===== src/rtl/core/euclidean_distance_stream_core_assert.svh =====
// Assertion macros for the Euclidean distance stream core.
// Needs signals named clk and arst_n in the module that uses them.
`ifndef EUCLIDEAN_DISTANCE_STREAM_CORE_ASSERT_SVH
`define EUCLIDEAN_DISTANCE_STREAM_CORE_ASSERT_SVH

// Same-cycle implication, checked outside reset.
`define EDS_ASSERT_IMP(lbl, ante, cons) \
	lbl: assert property (@(posedge clk) disable iff (!arst_n) (ante) |-> (cons)) \
		else $error("same-cycle implication failed");

// Next-cycle implication, checked outside reset.
`define EDS_ASSERT_NEXT(lbl, ante, cons) \
	lbl: assert property (@(posedge clk) disable iff (!arst_n) (ante) |=> (cons)) \
		else $error("next-cycle implication failed");

`endif


===== src/rtl/core/eds_pkg.sv =====
// Shared types and constants for the Euclidean distance stream core.
// No dependencies.
package eds_pkg;

	localparam int ELEM_BITS        = 16;
	localparam int DIST_BITS        = 32;
	localparam int SUM_BITS_DEF     = 48;
	localparam int FRAC_BITS_DEF    = 8;
	localparam int QUEUE_DEPTH      = 2;

	typedef struct packed {
		logic signed [ELEM_BITS-1:0] elem_a;
		logic signed [ELEM_BITS-1:0] elem_b;
		logic                        last;
	} pair_t;

	typedef struct packed {
		logic [DIST_BITS-1:0] distance;
		logic                 saturated;
	} result_t;

endpackage


===== src/rtl/core/eds_front.sv =====
// Front end: takes element pairs, squares their difference and keeps the running sum.
// Depends on eds_pkg; hands finished sums to the job queue.
module eds_front import eds_pkg::*; #(
	parameter int SUM_BITS = SUM_BITS_DEF
) (
	input  logic                clk,
	input  logic                arst_n,
	input  logic                pair_valid,
	output logic                pair_stall,
	input  pair_t               pair,
	input  logic                q_full,
	output logic                q_push,
	output logic [SUM_BITS:0]   q_wdata
);

	localparam int MAG_BITS = ELEM_BITS + 1;
	localparam int SQ_BITS  = 2 * MAG_BITS;
	localparam int ADD_W    = ((SUM_BITS > SQ_BITS) ? SUM_BITS : SQ_BITS) + 1;

	logic                       advance;
	logic                       acc_in;
	logic signed [MAG_BITS-1:0] diff;
	logic        [MAG_BITS-1:0] mag;
	logic                       v_s1;
	logic                       last_s1;
	logic        [MAG_BITS-1:0] mag_s1;
	logic                       v_s2;
	logic                       last_s2;
	logic        [SQ_BITS-1:0]  sq_s2;
	logic        [SUM_BITS-1:0] sum_q;
	logic                       ovf_q;
	logic        [ADD_W-1:0]    sum_ext;
	logic                       ovf_add;
	logic        [SUM_BITS-1:0] sum_new;
	logic                       ovf_new;

	// The whole pipeline holds only when a finished sum cannot enter the queue.
	assign advance    = !(v_s2 && last_s2 && q_full);
	assign pair_stall = !advance;
	assign acc_in     = pair_valid && advance;

	assign diff = MAG_BITS'(pair.elem_a) - MAG_BITS'(pair.elem_b);
	assign mag  = diff[MAG_BITS-1] ? MAG_BITS'(-diff) : MAG_BITS'(diff);

	assign sum_ext = ADD_W'(sum_q) + ADD_W'(sq_s2);
	assign ovf_add = |sum_ext[ADD_W-1:SUM_BITS];
	assign sum_new = ovf_add ? {SUM_BITS{1'b1}} : sum_ext[SUM_BITS-1:0];
	assign ovf_new = ovf_q | ovf_add;

	assign q_push  = advance && v_s2 && last_s2;
	assign q_wdata = {ovf_new, sum_new};

	always_ff @(posedge clk or negedge arst_n) begin
		if (!arst_n) begin
			v_s1  <= 1'b0;
			v_s2  <= 1'b0;
			sum_q <= '0;
			ovf_q <= 1'b0;
		end else if (advance) begin
			v_s1 <= acc_in;
			v_s2 <= v_s1;
			if (v_s2) begin
				if (last_s2) begin
					sum_q <= '0;
					ovf_q <= 1'b0;
				end else begin
					sum_q <= sum_new;
					ovf_q <= ovf_new;
				end
			end
		end
	end

	always_ff @(posedge clk) begin
		if (advance) begin
			mag_s1  <= mag;
			last_s1 <= pair.last;
			sq_s2   <= mag_s1 * mag_s1;
			last_s2 <= last_s1;
		end
	end

endmodule


===== src/rtl/core/eds_queue.sv =====
// Small first-in first-out queue between the accumulator and the root unit.
// Depends on eds_pkg for its depth.
module eds_queue import eds_pkg::*; #(
	parameter int WIDTH = SUM_BITS_DEF + 1
) (
	input  logic             clk,
	input  logic             arst_n,
	input  logic             push,
	input  logic [WIDTH-1:0] wdata,
	input  logic             pop,
	output logic [WIDTH-1:0] rdata,
	output logic             full,
	output logic             empty
);

	localparam int PTR_W = (QUEUE_DEPTH > 1) ? $clog2(QUEUE_DEPTH) : 1;
	localparam int CNT_W = $clog2(QUEUE_DEPTH + 1);

	logic [WIDTH-1:0] slots_q [QUEUE_DEPTH];
	logic [PTR_W-1:0] wr_q;
	logic [PTR_W-1:0] rd_q;
	logic [CNT_W-1:0] cnt_q;

	assign full  = (cnt_q == CNT_W'(QUEUE_DEPTH));
	assign empty = (cnt_q == '0);
	assign rdata = slots_q[rd_q];

	always_ff @(posedge clk or negedge arst_n) begin
		if (!arst_n) begin
			wr_q  <= '0;
			rd_q  <= '0;
			cnt_q <= '0;
		end else begin
			if (push) begin
				wr_q <= (wr_q == PTR_W'(QUEUE_DEPTH - 1)) ? '0 : wr_q + 1'b1;
			end
			if (pop) begin
				rd_q <= (rd_q == PTR_W'(QUEUE_DEPTH - 1)) ? '0 : rd_q + 1'b1;
			end
			if (push && !pop) begin
				cnt_q <= cnt_q + 1'b1;
			end else if (pop && !push) begin
				cnt_q <= cnt_q - 1'b1;
			end
		end
	end

	always_ff @(posedge clk) begin
		if (push) begin
			slots_q[wr_q] <= wdata;
		end
	end

endmodule


===== src/rtl/core/eds_root.sv =====
// Back end: bit-serial fixed-point square root of one queued sum, plus the result register.
// Depends on eds_pkg for the result type.
module eds_root import eds_pkg::*; #(
	parameter int SUM_BITS  = SUM_BITS_DEF,
	parameter int FRAC_BITS = FRAC_BITS_DEF
) (
	input  logic              clk,
	input  logic              arst_n,
	input  logic              job_empty,
	input  logic [SUM_BITS:0] job_data,
	output logic              job_pop,
	output logic              dist_valid,
	input  logic              dist_stall,
	output result_t           result
);

	localparam int NW    = SUM_BITS + 2 * FRAC_BITS;
	localparam int RW    = (NW + 1) / 2;
	localparam int NPW   = 2 * RW;
	localparam int REM_W = RW + 3;
	localparam int CNT_W = $clog2(RW);
	localparam int RWE   = (RW > DIST_BITS) ? RW : DIST_BITS + 1;

	localparam logic [1:0] S_IDLE = 2'd0;
	localparam logic [1:0] S_RUN  = 2'd1;
	localparam logic [1:0] S_DONE = 2'd2;

	logic [1:0]       state_q;
	logic [CNT_W-1:0] cnt_q;
	logic [NPW-1:0]   n_q;
	logic [REM_W-1:0] rem_q;
	logic [RW-1:0]    root_q;
	logic             sat_q;
	logic [REM_W-1:0] rem_sh;
	logic [REM_W-1:0] trial;
	logic             take;
	logic [RWE-1:0]   root_ext;
	logic             too_wide;
	logic             load_out;
	result_t          res_q;
	logic             res_valid_q;

	// One result bit per cycle: bring down two bits of the radicand and try a one.
	assign rem_sh = {rem_q[REM_W-3:0], n_q[NPW-1 -: 2]};
	assign trial  = REM_W'({root_q, 2'b01});
	assign take   = (rem_sh >= trial);

	assign root_ext = RWE'(root_q);
	assign too_wide = |root_ext[RWE-1:DIST_BITS];

	assign job_pop  = (state_q == S_IDLE) && !job_empty;
	assign load_out = (state_q == S_DONE) && (!res_valid_q || !dist_stall);

	assign dist_valid = res_valid_q;
	assign result     = res_q;

	always_ff @(posedge clk or negedge arst_n) begin
		if (!arst_n) begin
			state_q     <= S_IDLE;
			cnt_q       <= '0;
			res_valid_q <= 1'b0;
		end else begin
			case (state_q)
				S_IDLE: begin
					if (!job_empty) begin
						state_q <= S_RUN;
						cnt_q   <= '0;
					end
				end
				S_RUN: begin
					cnt_q <= cnt_q + 1'b1;
					if (cnt_q == CNT_W'(RW - 1)) begin
						state_q <= S_DONE;
					end
				end
				S_DONE: begin
					if (load_out) begin
						state_q <= S_IDLE;
					end
				end
				default: begin
					state_q <= S_IDLE;
				end
			endcase
			if (load_out) begin
				res_valid_q <= 1'b1;
			end else if (!dist_stall) begin
				res_valid_q <= 1'b0;
			end
		end
	end

	always_ff @(posedge clk) begin
		if (job_pop) begin
			n_q    <= NPW'(job_data[SUM_BITS-1:0]) << (2 * FRAC_BITS);
			rem_q  <= '0;
			root_q <= '0;
			sat_q  <= job_data[SUM_BITS];
		end else if (state_q == S_RUN) begin
			n_q    <= n_q << 2;
			rem_q  <= take ? (rem_sh - trial) : rem_sh;
			root_q <= {root_q[RW-2:0], take};
		end
		if (load_out) begin
			res_q.distance  <= too_wide ? {DIST_BITS{1'b1}} : root_ext[DIST_BITS-1:0];
			res_q.saturated <= sat_q;
		end
	end

endmodule


===== src/rtl/core/euclidean_distance_stream_core.sv =====
// Euclidean distance stream core: top level; uses eds_pkg, eds_front, eds_queue, eds_root.
// Throughput: one element pair per cycle while the root unit keeps up with the vectors.
// Root: one bit per cycle, (SUM_BITS + 2*FRAC_BITS + 1)/2 result bits (32 at defaults).
// Short vectors back up in a two-entry queue; when it is full and a finished sum waits, pair_stall rises.
// Reset clears the sum, the flag, the pipeline, the queue and the root state; no clearing pass.
`include "euclidean_distance_stream_core_assert.svh"

module euclidean_distance_stream_core import eds_pkg::*; #(
	parameter int SUM_BITS  = SUM_BITS_DEF,
	parameter int FRAC_BITS = FRAC_BITS_DEF
) (
	input  logic    clk,
	input  logic    arst_n,
	input  logic    pair_valid,
	output logic    pair_stall,
	input  pair_t   pair,
	output logic    dist_valid,
	input  logic    dist_stall,
	output result_t result
);

	// Signals between the front end, the job queue and the root unit. A job is the
	// finished sum of squares of one vector with its saturation flag on top.
	logic              q_push;
	logic              q_pop;
	logic              q_full;
	logic              q_empty;
	logic [SUM_BITS:0] q_wdata;
	logic [SUM_BITS:0] q_rdata;

	// The front end squares each difference and adds it into a saturating sum. It
	// runs freely and holds only when a last beat finds the queue full.
	eds_front #(
		.SUM_BITS(SUM_BITS)
	) u_front (
		.clk        (clk),
		.arst_n     (arst_n),
		.pair_valid (pair_valid),
		.pair_stall (pair_stall),
		.pair       (pair),
		.q_full     (q_full),
		.q_push     (q_push),
		.q_wdata    (q_wdata)
	);

	// The queue lets the accumulator start on the next vector while a root is
	// still being worked out.
	eds_queue #(
		.WIDTH(SUM_BITS + 1)
	) u_queue (
		.clk    (clk),
		.arst_n (arst_n),
		.push   (q_push),
		.wdata  (q_wdata),
		.pop    (q_pop),
		.rdata  (q_rdata),
		.full   (q_full),
		.empty  (q_empty)
	);

	// The root unit takes one job at a time and presents its result in an output
	// register; while a result is stalled it takes no new job, so the queue may fill.
	eds_root #(
		.SUM_BITS  (SUM_BITS),
		.FRAC_BITS (FRAC_BITS)
	) u_root (
		.clk        (clk),
		.arst_n     (arst_n),
		.job_empty  (q_empty),
		.job_data   (q_rdata),
		.job_pop    (q_pop),
		.dist_valid (dist_valid),
		.dist_stall (dist_stall),
		.result     (result)
	);

	// The front end only holds back when a finished sum is waiting on a full queue.
	`EDS_ASSERT_IMP(a_stall_only_when_full, pair_stall, q_full)
	// No job is ever pushed into a full queue or popped from an empty one.
	`EDS_ASSERT_IMP(a_no_push_when_full, q_push, !q_full)
	`EDS_ASSERT_IMP(a_no_pop_when_empty, q_pop, !q_empty)
	// A push without a pop leaves the queue holding at least one job.
	`EDS_ASSERT_NEXT(a_push_fills, q_push && !q_pop, !q_empty)

endmodule

===== config.mk =====
export PLATFORM = sky130hd
export DESIGN_NAME = euclidean_distance_stream_core
export DESIGN_NICKNAME = d
export VERILOG_FILES = /design/src/rtl/core/eds_pkg.sv /design/src/rtl/core/eds_front.sv /design/src/rtl/core/eds_queue.sv /design/src/rtl/core/eds_root.sv /design/src/rtl/core/euclidean_distance_stream_core.sv
export VERILOG_INCLUDE_DIRS = /design/src /design/src/rtl/core
export SDC_FILE = /design/constraint.sdc
export NUM_CORES = 1
export LEC_CHECK = 0
export BUFFER_PORTS_ARGS = -buffer_cell sky130_fd_sc_hd__buf_2
export CORE_ASPECT_RATIO = 0.75
export CORE_UTILIZATION = 40
export DETAILED_ROUTE_END_ITERATION = 7
export GPL_TIMING_DRIVEN = 0
export PLACE_DENSITY = 0.52
export SYNTH_ARGS = -nofsm -noshare
export SYNTH_HDL_FRONTEND = slang
export SYNTH_HIERARCHICAL = 1
export SYNTH_SLANG_ARGS = --single-unit

===== constraint.sdc =====
create_clock -name clk -period 8.3 [get_ports clk]
set_input_delay 0.83 -clock clk [delete_from_list [all_inputs] [get_ports clk]]
set_output_delay 0.83 -clock clk [all_outputs]
set_load 0.05 [all_outputs]

==> out/results.ini, run 1 <==
[clock_tree]
clock_path_buffers=3
cts-root-buf=clkbuf_16
cts_tree=yes
cts_htree_levels=2
path_clk_slew_ns=0.06
cts_buffers=40
numClockSinks=360
hold_buffers=0
insertion_delay_ns=0.56

[critical_path]
critical_path_class=reg2reg
slowest_delay_ns=0.67
cp-end-kind=flop
path_max_fanout=10
crit_family=adder cells
required_ns=8.65
crit_buf_inv=7
cp.arrival_ns=8.20
crit_path_top_delay_cell=edfxtp_1
path_cells=clkbuf_1 > nand2_1 > fa_1 > inv_1 > fa_1 > inv_1 > fa_1 > inv_1 > fa_1 > fa_1 > inv_1 > fa_1 > inv_1 > ha_1 > clkbuf_1 > nand2_1 > o21ai_0 > o21ai_0 > a2bb2oi_1 > a21oi_1 > o21ai_0 > or4b_2 > o311ai_0
crit_path_start_kind=flop
crit_path_frequent_cell=fa_1

[final_layout]
drive_above_1_share_pct=9.18
area_delta_synth_final_pct=10.9
final_common_cell=nand2_1
fillCellCount=6408
finalInstanceArea_mm2=0.0301
nets=3250
antenna_cells=0
mostFrequentLayoutCells=382 x nand2_1, 352 x inv_1, 232 x edfxtp_1, 198 x ha_1, 193 x fa_1

[place]
dpl_cell_area_mm2=0.0288
dp_hpwl_um=51800
place_ws_ns=0.441
port_buffers=71
place.gp.congestion=0.909

[global_route]
grt_max_degree=62
grt_pass1_vias=19844
track_usage_pct=19.7
overflow=0
grt_pass1_wl_um=108000
antenna_found_initial=1

[logic_synthesis]
syn_inst=2703
synth-main-ff-cell=edfxtp_1
synth-seq-area-share_pct=36.2
avgSynthCellArea_um2=10.1
synth_nets=3131
synth_cell_types=94
synth_area_leader_cell=edfxtp_1
netlist_area_mm2=0.0272
ys_async_sr_fraction_pct=17.5
yosys_warnings=6
synth_edf_count=232
synth_area_leaders=edfxtp_1 26%, fa_1 14%, ha_1 9.1%
yosysTopAreaCellShare_pct=25.6
ys_ff_latch=360

[floorplan]
dieArea_mm2=0.0690
start_util_pct=40.6
die_w_um=303
core-area_mm2=0.0670
die_h_um=228
rows=82
pin_count=72

[route]
drt-met1-wl_um=34700
wl_met2_um=25900
route.vias.total=19658
drc=0
drt_iter0_drc=1446
wl_um=65900
antenna_left=0
first_pass_iters=5
routed-wl-met3_um=4390
top_layer=met4
vias_per_cell=5.26
wl_per_cell_um=17.7

[timing]
layout_setup_ws_ns=0.453
period_share_pct=94.5
max_freq_ghz=0.127
skew_ns=0.0118
worst_slew_pin_slew_ns=1.00
min_period_ns=7.85
drv_slew=0
tns_ns=0
hold_slack_ns=0.0717
hold_violations=0
slew_headroom_pct=32.2
setup_viol=0
rsz0062_at_grt=false

[min_path]
hp-class=in2async

[outcome]
status=completed

[flow_run]
drv_cap=0

[stage by stage]
stage | instances | util, %
finish | 3736 | 45.0
global route | 3736 | 45.0
CTS | 3736 | 45.0
detailed placement | 3662 | 43.0
global placement | 3656 | 42.8
floorplan | 2703 | -
[layer usage]
layer  vias to the layer above  track usage (%)
li1                       9431                -
met3                        57             3.69
met4                         0             3.58
met1                      9683             31.8
met2                       487             27.1
met5                         -                0
[synth_stat cells (all sizes together) (9+ instances only)]
master and number:
nand2 382, inv 354, nand2b 18, a211oi 21
a211o 11, nor2 108, a41oi 9, and3 24
clkbuf 90, edfxtp 232, buf 26, nor2b 23
xor2 42, dfrtp 63, o21bai 11, a31oi 21
mux2i 21, ha 198, a21oi 123, o21a 19
and2 68, nand3 69, a21o 43, mux2 54
o211ai 9, nor3 13, or2 10, a22o 28
fa 193, o21ai 141, dfxtp 65, nand4 24
xnor2 85
[layout make-up]
class | count | area [µm²] | share of cell area (%)
timing repair buffer | 77 | 493 | 1.64
tap | 882 | 1100 | 3.66
sequential | 360 | 9840 | 32.7
clock buffer | 52 | 1110 | 3.68
inverter | 354 | 1330 | 4.41
clock inverter | 22 | 221 | 0.735
buffer | 116 | 581 | 1.93
multi-input combinational | 1873 | 15500 | 51.3
[cells by family after synthesis]
group,count (synthesis),synth area share [%]
fa+ha+maj,391,23.3
simple gates,776,13.3
flops,360,36.2
xor+xnor,127,4.09
buf+inv,470,7.01
compound gates,504,12.3
mux,75,3.70
[state kept, by name, summed over array words and instances, names as in the netlist]
name               flops
u_front/mag_s1        17
u_root/result         33
u_root/root_q         32
u_front/last_s2        1
u_root/cnt_q           5
u_front/ovf_q          1
u_queue/cnt_q          2
u_front/v_s1           1
u_queue/rd_q           1
u_root/state_q         2
u_root/dist_valid      1
u_queue/wr_q           1
u_front/sum_q         48
u_root/rem_q          33
u_queue/slots_q       98
u_root/n_q            48
u_root/sat_q           1
u_front/v_s2           1
u_front/last_s1        1
u_front/sq_s2         33
[path summary, 6_finish.rpt]
path	startpoint	end	slack (ns)	cells past startpoint
max	u_front/mag_s1[6]$_DFFE_PN_	u_front/sq_s2[29]$_DFFE_PN_	0.45	23
min	arst_n	u_queue/cnt_q[1]$_DFFE_PN0P_	0.07	1
max reg2reg	u_front/mag_s1[6]$_DFFE_PN_	u_front/sq_s2[29]$_DFFE_PN_	0.45	23
min reg2reg	u_front/last_s1$_DFFE_PN_	u_front/last_s2$_DFFE_PN_	0.42	0
max in group asynchronous	arst_n	u_front/sum_q[1]$_DFFE_PN0P_	7.68	2
min in group clk	u_front/last_s1$_DFFE_PN_	u_front/last_s2$_DFFE_PN_	0.42	0
[timing repair]
action / 4_1_cts / 5_1_grt
gates resized for setup: 0 / 6
setup endpoints to repair: 0 / 1
buffers inserted: 0 / 0
Power of run 1 is not shown: default switching activity piles up to over one toggle a cycle in this logic, so the estimate is an artifact.
==> run 2: changes to the inputs <==
CAP_MARGIN = 30   (was not set)
CORE_UTILIZATION = 50   (was 40)
PLACE_DENSITY = 0.63   (was 0.52)
==> run 2 against run 1 <==
Hold slack gained 0.058 ns; critical path type unchanged; flip-flop and latch count is the same; cell area shrank 1.1%; count of clock-buffer cells in the layout shrank 2; critical endpoint unchanged; largest cell class unchanged.
==> out/results.ini, run 2 (same netlist as run 1, synthesis figures left out) <==
[outcome]
status=completed  ; unchanged

[timing]
setup_viol=0  ; unchanged
skew_ns=0.0270  ; was 0.0118 ns
period_share_pct=95.7  ; was 94.5%
slew_headroom_pct=32.3  ; was 32.2%
drv_slew=0  ; unchanged
worst_slew_pin_slew_ns=1.01  ; was 1.00 ns
hold_violations=0  ; unchanged
rsz0062_at_grt=false  ; unchanged
min_period_ns=7.95  ; was 7.85 ns
max_freq_ghz=0.126  ; was 0.127 GHz
tns_ns=0  ; unchanged

[final_layout]
largest_reg_flops=98  ; unchanged
mostFrequentLayoutCells=382 x nand2_1, 352 x inv_1, 232 x edfxtp_1, 198 x ha_1, 193 x fa_1  ; unchanged
drive_above_1_share_pct=9.23  ; was 9.18%
largest_register=u_queue/slots_q  ; unchanged
area_delta_synth_final_pct=9.67  ; was 10.9%
final_util_pct=55.9  ; was 45.0%
final_common_cell=nand2_1  ; unchanged
antenna_cells=0  ; unchanged
nets=3247  ; was 3,250
reg_top3=u_queue/slots_q: 98 flops, u_front/sum_q: 48 flops, u_root/n_q: 48 flops  ; unchanged

[route]
first_pass_iters=5  ; unchanged
wl_per_cell_um=18.0  ; was 17.7 µm
drc=0  ; unchanged
antenna_left=0  ; unchanged
vias_per_cell=5.62  ; was 5.26
wl_um=64200  ; was 65,900 µm
drt_iter0_drc=1775  ; was 1,446
route.vias.total=20028  ; was 19,658

[critical_path]
crit_path_start_kind=flop  ; unchanged
path_max_fanout=10  ; unchanged
cp-end-kind=flop  ; unchanged
reg2reg_to=u_front/sq_s2[29]$_DFFE_PN_  ; unchanged
r2r_cells=21  ; was 23
reg2reg_slack_ns=0.35  ; was 0.45 ns
cp.arrival_ns=8.28  ; was 8.20 ns
required_ns=8.64  ; was 8.65 ns
critical_path_class=reg2reg  ; unchanged
reg2reg_from=u_front/mag_s1[3]$_DFFE_PN_  ; was u_front/mag_s1[6]$_DFFE_PN_

[min_path]
hp-class=in2async  ; unchanged

[clock_tree]
numClockSinks=360  ; unchanged
path_clk_slew_ns=0.07  ; was 0.06 ns
cts_htree_levels=2  ; unchanged
cts_buffers=38  ; was 40
cts-root-buf=clkbuf_16  ; unchanged
cts_tree=yes  ; unchanged
insertion_delay_ns=0.56  ; about the same
post_cts_buffers=0  ; unchanged
clock_path_buffers=3  ; unchanged
hold_buffers=0  ; unchanged

[floorplan]
die_h_um=204  ; was 228 µm
start_util_pct=51.0  ; was 40.6%
rows=73  ; was 82
die_w_um=271  ; was 303 µm
dieArea_mm2=0.0553  ; was 0.0690 mm²
core-area_mm2=0.0533  ; was 0.0670 mm²
pin_count=72  ; unchanged

[global_route]
grt_pass1_wl_um=106000  ; was 108,000 µm
grt_max_degree=56  ; was 62
track_usage_pct=24.0  ; was 19.7%
antenna_found_initial=0  ; was 1
grt_pass1_vias=19894  ; was 19,844
overflow=0  ; unchanged

[place]
place.gp.congestion=0.946  ; was 0.909
dp_hpwl_um=49900  ; was 51,800 µm
port_buffers=71  ; unchanged

[flow_run]
drv_cap=0  ; unchanged

## run 2: changes by cell type in the layout (fill, tap and decap cells not counted), moves of 2 or more
cell	previous run	this run
clkinv_4	4	0
clkinvlp_4	4	2
clkbuf_16	42	39
clkbuf_8	2	6
clkinv_1	5	2
inv_6	0	4
clkbuf_1	95	92
bufinv_16	3	1
clkinv_2	4	9
## run 2: worst max-delay path by stage
stage	slack [ns]	startpoint	endpoint	depth (start not counted)
2_1_floorplan	1.72	u_front/mag_s1[14]$_DFFE_PN_	u_front/sq_s2[29]$_DFFE_PN_	21
3_3_place_gp	0.63	u_front/mag_s1[5]$_DFFE_PN_	u_front/sq_s2[29]$_DFFE_PN_	23
3_5_place_dp	0.51	u_front/mag_s1[4]$_DFFE_PN_	u_front/sq_s2[29]$_DFFE_PN_	21
4_1_cts	0.49	u_front/mag_s1[4]$_DFFE_PN_	u_front/sq_s2[29]$_DFFE_PN_	21
5_1_grt	0.000004	u_front/mag_s1[3]$_DFFE_PN_	u_front/sq_s2[29]$_DFFE_PN_	21
6_report	0.35	u_front/mag_s1[3]$_DFFE_PN_	u_front/sq_s2[29]$_DFFE_PN_	21
## run 2: layer usage
metal	GRT usage, %	vias to the layer above	part of all wire, %
met5	0	-	0
met4	4.37	0	1.2
li1	-	9424	-
met3	3.88	55	7.5
met1	38.2	9907	51
met2	34.2	642	41
## run 2: worst max-delay path, cell delays in order (launching register included)
cell and delay [ns]:
edfxtp_1 0.66, clkbuf_1 0.56, nand2_1 0.24, fa_1 0.57, fa_1 0.50, inv_1 0.06
fa_1 0.50, fa_1 0.52, fa_1 0.54, inv_1 0.05, fa_1 0.52, inv_1 0.04
ha_1 0.27, clkbuf_1 0.20, nand2_1 0.09, o21ai_0 0.14, o21ai_0 0.43, a2bb2oi_1 0.36
a21oi_1 0.20, o21ai_0 0.49, or4b_2 0.64, o311ai_0 0.13
## run 2: final cells by class
class / count / area [µm²]
Buffer: 116 / 581
Clock buffer: 50 / 1080
Clock inverter: 20 / 159
Fill cell: 4737 / 23500
Inverter: 354 / 1330
Multi-Input combinational cell: 1873 / 15500
Sequential cell: 360 / 9840
Tap cell: 712 / 891
Timing Repair Buffer: 76 / 465
## run 2: what timing repair did
item,in CTS,in global routing
gates resized for setup,0,6
endpoints found under the hold margin,0,0
setup endpoints to repair,0,1
## run 2: through the flow
stage	hold WS [ns]	setup WS, ns	instance area, µm²	instances
after global placement	0.411	0.633	28400	3486
after detailed placement	0.407	0.507	28600	3491
after global routing	0.120	0.00000444	29800	3561
after floorplan	0.400	1.72	27200	2703
final	0.129	0.355	29800	3561
after CTS	0.108	0.487	29800	3561
Power of run 2 is left out for the same reason.
